## config.mk

```make
export PLATFORM = sky130hd
export DESIGN_NAME = button_click_classifier
export DESIGN_NICKNAME = d
export VERILOG_FILES = /design/src/rtl/core/bcc_pkg.sv /design/src/rtl/core/bcc_cfg.sv /design/src/rtl/core/bcc_fsm.sv /design/src/rtl/core/button_click_classifier.sv
export SDC_FILE = /design/constraint.sdc
export NUM_CORES = 1
export LEC_CHECK = 0
export CORE_ASPECT_RATIO = 0.7
export CORE_MARGIN = 5
export CORE_UTILIZATION = 50
export CTS_CLUSTER_DIAMETER = 150
export DETAILED_ROUTE_END_ITERATION = 10
export DONT_BUFFER_PORTS = 1
export HOLD_SLACK_MARGIN = 0.1
export PLACE_DENSITY = 0.68
export SYNTH_ARGS = -nofsm -noshare
export SYNTH_HDL_FRONTEND = slang
export SYNTH_SLANG_ARGS = --single-unit
```

## constraint.sdc

```tcl
create_clock -name clk_i -period 4 [get_ports clk_i]
set_clock_uncertainty 0.2 [all_clocks]
set_input_delay 0.2 -clock clk_i [delete_from_list [all_inputs] [get_ports clk_i]]
set_output_delay 0.2 -clock clk_i [all_outputs]
set_load 0.05 [all_outputs]
```

## src/rtl/core/bcc_pkg.sv

```systemverilog
// shared types and constants of the button click classifier
package bcc_pkg;

  localparam int unsigned CFG_W        = 16;
  localparam int unsigned CFG_IDX_W    = 2;
  localparam int unsigned TIME_IN_W    = 32;
  localparam int unsigned IN_TDATA_W   = 40;
  localparam int unsigned OUT_TDATA_W  = 8;

  // register indexes
  localparam logic [CFG_IDX_W-1:0] CFG_DEBOUNCE     = 2'd0;
  localparam logic [CFG_IDX_W-1:0] CFG_LONG_PRESS   = 2'd1;
  localparam logic [CFG_IDX_W-1:0] CFG_DOUBLE_CLICK = 2'd2;

  // reset values of the registers
  localparam logic [CFG_W-1:0] DEBOUNCE_RST     = 16'd20;
  localparam logic [CFG_W-1:0] LONG_PRESS_RST   = 16'd1000;
  localparam logic [CFG_W-1:0] DOUBLE_CLICK_RST = 16'd250;

  typedef enum logic [1:0] {
    EV_NONE   = 2'd0,
    EV_SINGLE = 2'd1,
    EV_DOUBLE = 2'd2,
    EV_LONG   = 2'd3
  } event_e;

  typedef enum logic [2:0] {
    PH_IDLE     = 3'd0,
    PH_DEB1     = 3'd1,
    PH_HELD     = 3'd2,
    PH_GAP      = 3'd3,
    PH_DEB2     = 3'd4,
    PH_WAIT_REL = 3'd5
  } phase_e;

  typedef struct packed {
    logic [CFG_W-1:0] debounce_ms;
    logic [CFG_W-1:0] long_press_ms;
    logic [CFG_W-1:0] double_click_ms;
  } cfg_t;

endpackage

```

## src/rtl/core/bcc_cfg.sv

```systemverilog
// configuration registers of the button click classifier
module bcc_cfg (
  input  logic                           clk_i,
  input  logic                           rst_ni,
  input  logic                           cfg_we_i,
  input  logic [bcc_pkg::CFG_IDX_W-1:0]  cfg_idx_i,
  input  logic [bcc_pkg::CFG_W-1:0]      cfg_wdata_i,
  output bcc_pkg::cfg_t                  cfg_o
);
  import bcc_pkg::*;

  cfg_t cfg_q, cfg_d;

  always_comb begin
    cfg_d = cfg_q;
    if (cfg_we_i) begin
      case (cfg_idx_i)
        CFG_DEBOUNCE:     cfg_d.debounce_ms     = cfg_wdata_i;
        CFG_LONG_PRESS:   cfg_d.long_press_ms   = cfg_wdata_i;
        CFG_DOUBLE_CLICK: cfg_d.double_click_ms = cfg_wdata_i;
        default:          cfg_d = cfg_q;
      endcase
    end
  end

  always_ff @(posedge clk_i or negedge rst_ni) begin
    if (!rst_ni) begin
      cfg_q.debounce_ms     <= DEBOUNCE_RST;
      cfg_q.long_press_ms   <= LONG_PRESS_RST;
      cfg_q.double_click_ms <= DOUBLE_CLICK_RST;
    end else begin
      cfg_q <= cfg_d;
    end
  end

  assign cfg_o = cfg_q;

endmodule

```

## src/rtl/core/bcc_fsm.sv

```systemverilog
// gesture state machine with edge time stamp and elapsed-time compares
module bcc_fsm #(
  parameter int unsigned TIME_WIDTH = 32
) (
  input  logic                   clk_i,
  input  logic                   rst_ni,
  input  logic                   advance_i,
  input  logic                   pin_level_i,
  input  logic [TIME_WIDTH-1:0]  time_now_i,
  input  bcc_pkg::cfg_t          cfg_i,
  output bcc_pkg::event_e        event_o
);
  import bcc_pkg::*;

  localparam int unsigned CMP_W = (TIME_WIDTH > CFG_W) ? TIME_WIDTH : CFG_W;

  phase_e                phase_q, phase_d;
  logic [TIME_WIDTH-1:0] edge_time_q, edge_time_d;
  logic [TIME_WIDTH-1:0] elapsed;
  logic [CMP_W-1:0]      elapsed_ext;
  logic                  pressed;
  logic                  deb_done, long_done, dbl_done;
  event_e                ev;

  // wrapping difference since the last edge
  assign elapsed     = time_now_i - edge_time_q;
  assign elapsed_ext = CMP_W'(elapsed);
  assign pressed     = ~pin_level_i;

  assign deb_done  = elapsed_ext >= CMP_W'(cfg_i.debounce_ms);
  assign long_done = elapsed_ext >= CMP_W'(cfg_i.long_press_ms);
  assign dbl_done  = elapsed_ext >= CMP_W'(cfg_i.double_click_ms);

  always_comb begin
    phase_d     = phase_q;
    edge_time_d = edge_time_q;
    ev          = EV_NONE;
    case (phase_q)
      PH_IDLE: begin
        if (pressed) begin
          phase_d     = PH_DEB1;
          edge_time_d = time_now_i;
        end
      end
      PH_DEB1: begin
        if (deb_done) begin
          phase_d = pressed ? PH_HELD : PH_IDLE;
        end
      end
      PH_HELD: begin
        if (!pressed) begin
          phase_d     = PH_GAP;
          edge_time_d = time_now_i;
        end else if (long_done) begin
          ev      = EV_LONG;
          phase_d = PH_WAIT_REL;
        end
      end
      PH_GAP: begin
        if (pressed) begin
          phase_d     = PH_DEB2;
          edge_time_d = time_now_i;
        end else if (dbl_done) begin
          ev      = EV_SINGLE;
          phase_d = PH_IDLE;
        end
      end
      PH_DEB2: begin
        if (deb_done) begin
          if (pressed) begin
            ev      = EV_DOUBLE;
            phase_d = PH_WAIT_REL;
          end else begin
            phase_d = PH_IDLE;
          end
        end
      end
      PH_WAIT_REL: begin
        if (!pressed) begin
          phase_d = PH_IDLE;
        end
      end
      default: begin
        phase_d = PH_IDLE;
      end
    endcase
  end

  always_ff @(posedge clk_i or negedge rst_ni) begin
    if (!rst_ni) begin
      phase_q     <= PH_IDLE;
      edge_time_q <= '0;
    end else if (advance_i) begin
      phase_q     <= phase_d;
      edge_time_q <= edge_time_d;
    end
  end

  assign event_o = ev;

  // state and edge stamp only move with a word
  assert property (@(posedge clk_i) disable iff (!rst_ni)
    !advance_i |=> $stable(edge_time_q) && $stable(phase_q))
    else $error("fsm state changed without a word");

  // a double click only comes out of the second press debounce
  assert property (@(posedge clk_i) disable iff (!rst_ni)
    advance_i && (ev == EV_DOUBLE) |-> phase_q == PH_DEB2)
    else $error("double click outside second press debounce");

  // long press and double click events are followed by waiting for release
  assert property (@(posedge clk_i) disable iff (!rst_ni)
    advance_i && ((ev == EV_LONG) || (ev == EV_DOUBLE)) |=> phase_q == PH_WAIT_REL)
    else $error("press event not followed by wait for release");

endmodule

```

## src/rtl/core/button_click_classifier.sv

```systemverilog
// top level of the button click classifier: stream ports, input and result registers
// path: input register, then one subtract and compare into the state machine, then the result
// register that drives m_axis; throughput is one word per cycle while m_axis_tready is high
// the input register takes a new word whenever the result register is free or being drained
// reset (rst_ni low, asynchronous) clears both valid flags, the state machine to idle,
// the edge stamp to zero and the registers to 20, 1000 and 250 ms
module button_click_classifier #(
  parameter int unsigned TIME_WIDTH = 32
) (
  input  logic                              clk_i,
  input  logic                              rst_ni,
  // configuration write port
  input  logic                              cfg_we_i,
  input  logic [bcc_pkg::CFG_IDX_W-1:0]     cfg_idx_i,
  input  logic [bcc_pkg::CFG_W-1:0]         cfg_wdata_i,
  // sample stream
  input  logic                              s_axis_tvalid,
  output logic                              s_axis_tready,
  input  logic [bcc_pkg::IN_TDATA_W-1:0]    s_axis_tdata,  // [0] pin_level, [32:1] time_now
  // event stream
  output logic                              m_axis_tvalid,
  input  logic                              m_axis_tready,
  output logic [bcc_pkg::OUT_TDATA_W-1:0]   m_axis_tdata   // [1:0] event_res
);
  import bcc_pkg::*;

  cfg_t                  cfg;
  logic                  in_valid_q;
  logic                  pin_q;
  logic [TIME_WIDTH-1:0] time_q;
  logic                  out_valid_q;
  event_e                event_q;
  event_e                event_c;
  logic                  advance;
  logic                  in_take;

  // input word moves on when the result register is empty or is being read
  assign advance       = in_valid_q && (!out_valid_q || m_axis_tready);
  assign s_axis_tready = !in_valid_q || advance;
  assign in_take       = s_axis_tvalid && s_axis_tready;

  bcc_cfg u_cfg (
    .clk_i       (clk_i),
    .rst_ni      (rst_ni),
    .cfg_we_i    (cfg_we_i),
    .cfg_idx_i   (cfg_idx_i),
    .cfg_wdata_i (cfg_wdata_i),
    .cfg_o       (cfg)
  );

  // input register
  always_ff @(posedge clk_i or negedge rst_ni) begin
    if (!rst_ni) begin
      in_valid_q <= 1'b0;
    end else if (in_take) begin
      in_valid_q <= 1'b1;
    end else if (advance) begin
      in_valid_q <= 1'b0;
    end
  end

  // payload, time stamp fitted to the timer width
  always_ff @(posedge clk_i) begin
    if (in_take) begin
      pin_q  <= s_axis_tdata[0];
      time_q <= TIME_WIDTH'(s_axis_tdata[TIME_IN_W:1]);
    end
  end

  bcc_fsm #(
    .TIME_WIDTH (TIME_WIDTH)
  ) u_fsm (
    .clk_i       (clk_i),
    .rst_ni      (rst_ni),
    .advance_i   (advance),
    .pin_level_i (pin_q),
    .time_now_i  (time_q),
    .cfg_i       (cfg),
    .event_o     (event_c)
  );

  // result register
  always_ff @(posedge clk_i or negedge rst_ni) begin
    if (!rst_ni) begin
      out_valid_q <= 1'b0;
    end else if (advance) begin
      out_valid_q <= 1'b1;
    end else if (m_axis_tready) begin
      out_valid_q <= 1'b0;
    end
  end

  always_ff @(posedge clk_i) begin
    if (advance) begin
      event_q <= event_c;
    end
  end

  assign m_axis_tvalid = out_valid_q;
  assign m_axis_tdata  = OUT_TDATA_W'(event_q);

  // a held input word is never dropped while the result side stalls
  assert property (@(posedge clk_i) disable iff (!rst_ni)
    in_valid_q && !advance |=> in_valid_q)
    else $error("input word lost during stall");

  // a pending result is not overwritten before it is taken
  assert property (@(posedge clk_i) disable iff (!rst_ni)
    out_valid_q && !m_axis_tready |-> !advance)
    else $error("result overwritten while stalled");

endmodule

```

==> flow_metrics.tcl <==
set metrics [dict create \
    p_comb_frac 0.613 \
    synthTopCellsByArea "dfrtp_1, edfxtp_1, ha_1, mux2_2, dfstp_2" \
    hold_path.class "input pin to asynchronous set/reset pin" \
    failed_checks "negative setup slack" \
    place_area_sq_um 8470 \
    worstPathRequired_ns 4.10 \
    seqPwrFrac 0.203 \
    min_period_over_period 1.09 \
    crit_chain "ha_2 > fa_2 > nor2b_4 > o211a_4 > o21ai_2 > nand2_1 > nand2_1 > o31ai_2 > xor2_1 > ha_1 > a2111oi_4 > o21ai_1 > nor2_1 > nand2_1 > a21oi_2 > o21ai_1 > o211a_1 > or2_0 > a221o_1" \
    fin_ws_ns -0.368 \
    power_density_nw_per_um2 844 \
    cts_max_level 4 \
    num_io_pins 73 \
    synth.distinct_cells 81 \
    synth-seq-area-share 0.409 \
    synth_area_sq_um 7810 \
    cp-end-kind "flip-flop" \
    start_util 0.507 \
    syn2layout_area_growth_pct 29.6 \
    cp-start-kind "flip-flop" \
    hold_viol 0 \
    drc_errors 0 \
    slowest_delay_ns 0.39 \
    synthXorXnorAreaFrac 0.0189 \
    ant_nets 0 \
    antenna_found_initial 0 \
    drv_cap 0 \
    yosys.area_share.simple 0.125 \
    synth_top_area_cell "dfrtp_1" \
    gp_congestion 0.865 \
    clkLatencyLatePin_ns 0.43 \
    synth_compound_area_frac 0.191 \
    drtIter0Drc 370 \
    cts_made_buffers 17 \
    design_area_sq_um 10100 \
    gr-usage-all-layers 0.215 \
    p_int_w 0.00504 \
    async_flop_share 0.708 \
    synth_edf_count 35 \
    first_global_vias 6614 \
    clockBufferDepth 2 \
    reg2reg_depth 19 \
    power.switching_w 0.00351 \
    power.leakage_nw 4.55 \
    clkSinkCount 120 \
    via_per_inst 5.51 \
    ys_warn_count 0 \
    final_layout_size_suffix_gt1_frac 0.223 \
    port_buffers 0 \
    rows 38 \
    crit_path_frequent_cell "nand2_1" \
    p_clk_frac 0.184 \
    crit_type "flip-flop to flip-flop" \
    setup_viol 4 \
    crit_fanout 3 \
    multi_input_area_sq_um 4300 \
    clkTransAtPathRegs_ns 0.06 \
    synth_top_family_by_area "compound AO/OA/AOI/OAI gates" \
    yosysMostFrequentCell "inv_1" \
    wl_per_cell_microns 16.8 \
    r2r-start "u_fsm.edge_time_q[0]$_DFFE_PN0P_" \
    stdcell_count 1156 \
    dp_hpwl_mm 13.6 \
    core_region_area_sq_um 15400 \
    antenna_cells 0 \
    crit_slowest_cell "dfrtp_1" \
    rrSetupSlack_ns -0.37 \
    wl_mm 19.4 \
    netlist_instances 792 \
    rsz0062_at_grt "yes" \
    synth.avg_cell_area_sq_um 9.87 \
    cts_tree "yes" \
    fmax_mhz 229 \
    vias 6365 \
    synthFlopType "dfrtp_1" \
    die_w_microns 159 \
    dp_cells 1038 \
    synth.top_cell.area_share 0.227 \
    peakVddDrop_mv 0.367 \
    synth_common_cells "inv_1, ha_1, nand2_1, dfrtp_1, o21ai_0" \
    grt_overflow 0 \
    grt_first_pass_wirelength_mm 31.9 \
    fin_crit_ns 4.37 \
    grt_max_degree 86 \
    switching_share 0.410 \
    tightest_slew_ns 0.979 \
    final.fill_count 1200 \
    worstReg2RegEnd "u_fsm.phase_q[1]$_DFFE_PN0P_" \
    status "finished with violations" \
    slew_viol_final 0 \
    muxShareOfSynthArea 0.0564 \
    dr.pass1.iters 4 \
    slew_headroom 0.346 \
    fp.dieH_microns 115 \
    ys_ff_latch 120 \
    post-route-util 0.657 \
    synth_fa_ha_area_frac 0.129 \
    critPathArrivalTime_ns 4.47 \
    die_area_sq_um 18300 \
    root_buffer "clkbuf_16" \
    ff_latch_area_sq_um 3200 \
    final_nets 1086 \
]
## power groups by stage
stage	Combinational (W)	Clock (W)	Sequential, W
final	0.00524	0.00157	0.00174
after global routing	0.00578	0.00167	0.00177
after CTS	0.00505	0.00159	0.00174
after detailed placement	0.00465	0	0.00176
after global placement	0.00449	0	0.00174
after floorplan	0.00319	0	0.00170
## through the flow
step / worst slack [ns] / hold WS (ns) / total power [W] / setup TNS (ns)
4_1_cts: -0.426 / 0.182 / 0.00838 / -1.31
3_3_place_gp: -0.241 / -0.292 / 0.00623 / -0.732
3_5_place_dp: -0.453 / -0.293 / 0.00640 / -1.54
5_1_grt: -0.562 / 0.185 / 0.00921 / -1.89
2_1_floorplan: -0.0274 / -0.296 / 0.00489 / -0.0274
6_report: -0.368 / 0.138 / 0.00855 / -0.979
## state kept, by name, summed over array words and instances (netlist names)
name,cells
u_cfg.cfg_o,48
time_q,32
u_fsm.edge_time_q,32
u_fsm.phase_q,3
event_q,2
in_valid_q,1
m_axis_tvalid,1
pin_q,1
## repair_timing
action / CTS / global route
hold buffers: 80 / 0
hold endpoints to repair: 168 / 0
pin swaps: 16 / 22
setup buffers: 6 / 4
setup endpoints to repair: 5 / 5
gates resized for setup: 13 / 20
## placed cells by master (no fill, tap or decap), types with 10 or more instances in the layout
cell type / synthesis / routed
dlygate4sd3_1: 0 / 79
xnor2_1: 11 / 10
ha_1: 79 / 75
inv_1: 98 / 98
nor2_1: 33 / 31
o21ai_0: 67 / 61
nand2_1: 72 / 72
buf_4: 10 / 75
dfrtp_1: 71 / 71
a21oi_1: 38 / 36
nor3_1: 16 / 14
mux2_2: 36 / 36
dfstp_2: 14 / 14
a21o_1: 24 / 24
o21a_1: 11 / 11
clkbuf_16: 0 / 20
edfxtp_1: 35 / 35
## cell families after synthesis
kind of cell | Yosys count
AO/OA/AOI/OAI | 218
XOR/XNOR | 16
adder cells (fa/ha/maj) | 80
buffers and inverters | 128
flip-flops | 120
multiplexers | 39
other | 1
AND/OR/NAND/NOR | 190
## worst max-delay path, delay by kind of cell, from the launching register on
family                   cells  cell delay [ns]
flip-flops                   1             0.39
XOR/XNOR                     1             0.30
adder cells (fa/ha/maj)      3             0.90
AO/OA/AOI/OAI                9             1.66
AND/OR/NAND/NOR              6             0.76
## metal layers
metal,global-route usage,part of all wire
met5,0,0
met4,0.0676,0.019
met3,0.0612,0.055
met2,0.343,0.45
met1,0.287,0.47
## worst max path at each step
stage	cells past startpoint	slack (ns)	endpoint	from
after floorplan	20	-0.03	u_fsm.phase_q[1]$_DFFE_PN0P_	time_q[0]$_DFFE_PP_
after global placement	19	-0.24	u_fsm.phase_q[1]$_DFFE_PN0P_	time_q[0]$_DFFE_PP_
after detailed placement	20	-0.45	u_fsm.phase_q[1]$_DFFE_PN0P_	time_q[0]$_DFFE_PP_
after CTS	20	-0.43	u_fsm.phase_q[1]$_DFFE_PN0P_	time_q[0]$_DFFE_PP_
after global routing	20	-0.56	u_fsm.phase_q[1]$_DFFE_PN0P_	time_q[0]$_DFFE_PP_
final	19	-0.37	u_fsm.phase_q[1]$_DFFE_PN0P_	u_fsm.edge_time_q[0]$_DFFE_PN0P_
## final cells by class
cell class,count,area share
clock inverter,9,0.00815
multi-input combinational,549,0.424
timing repair buffer,157,0.139
clock buffer,23,0.0525
inverter,98,0.0363
sequential,120,0.316
tap,200,0.0247
Note: power is estimated with default switching activity, not from simulation.
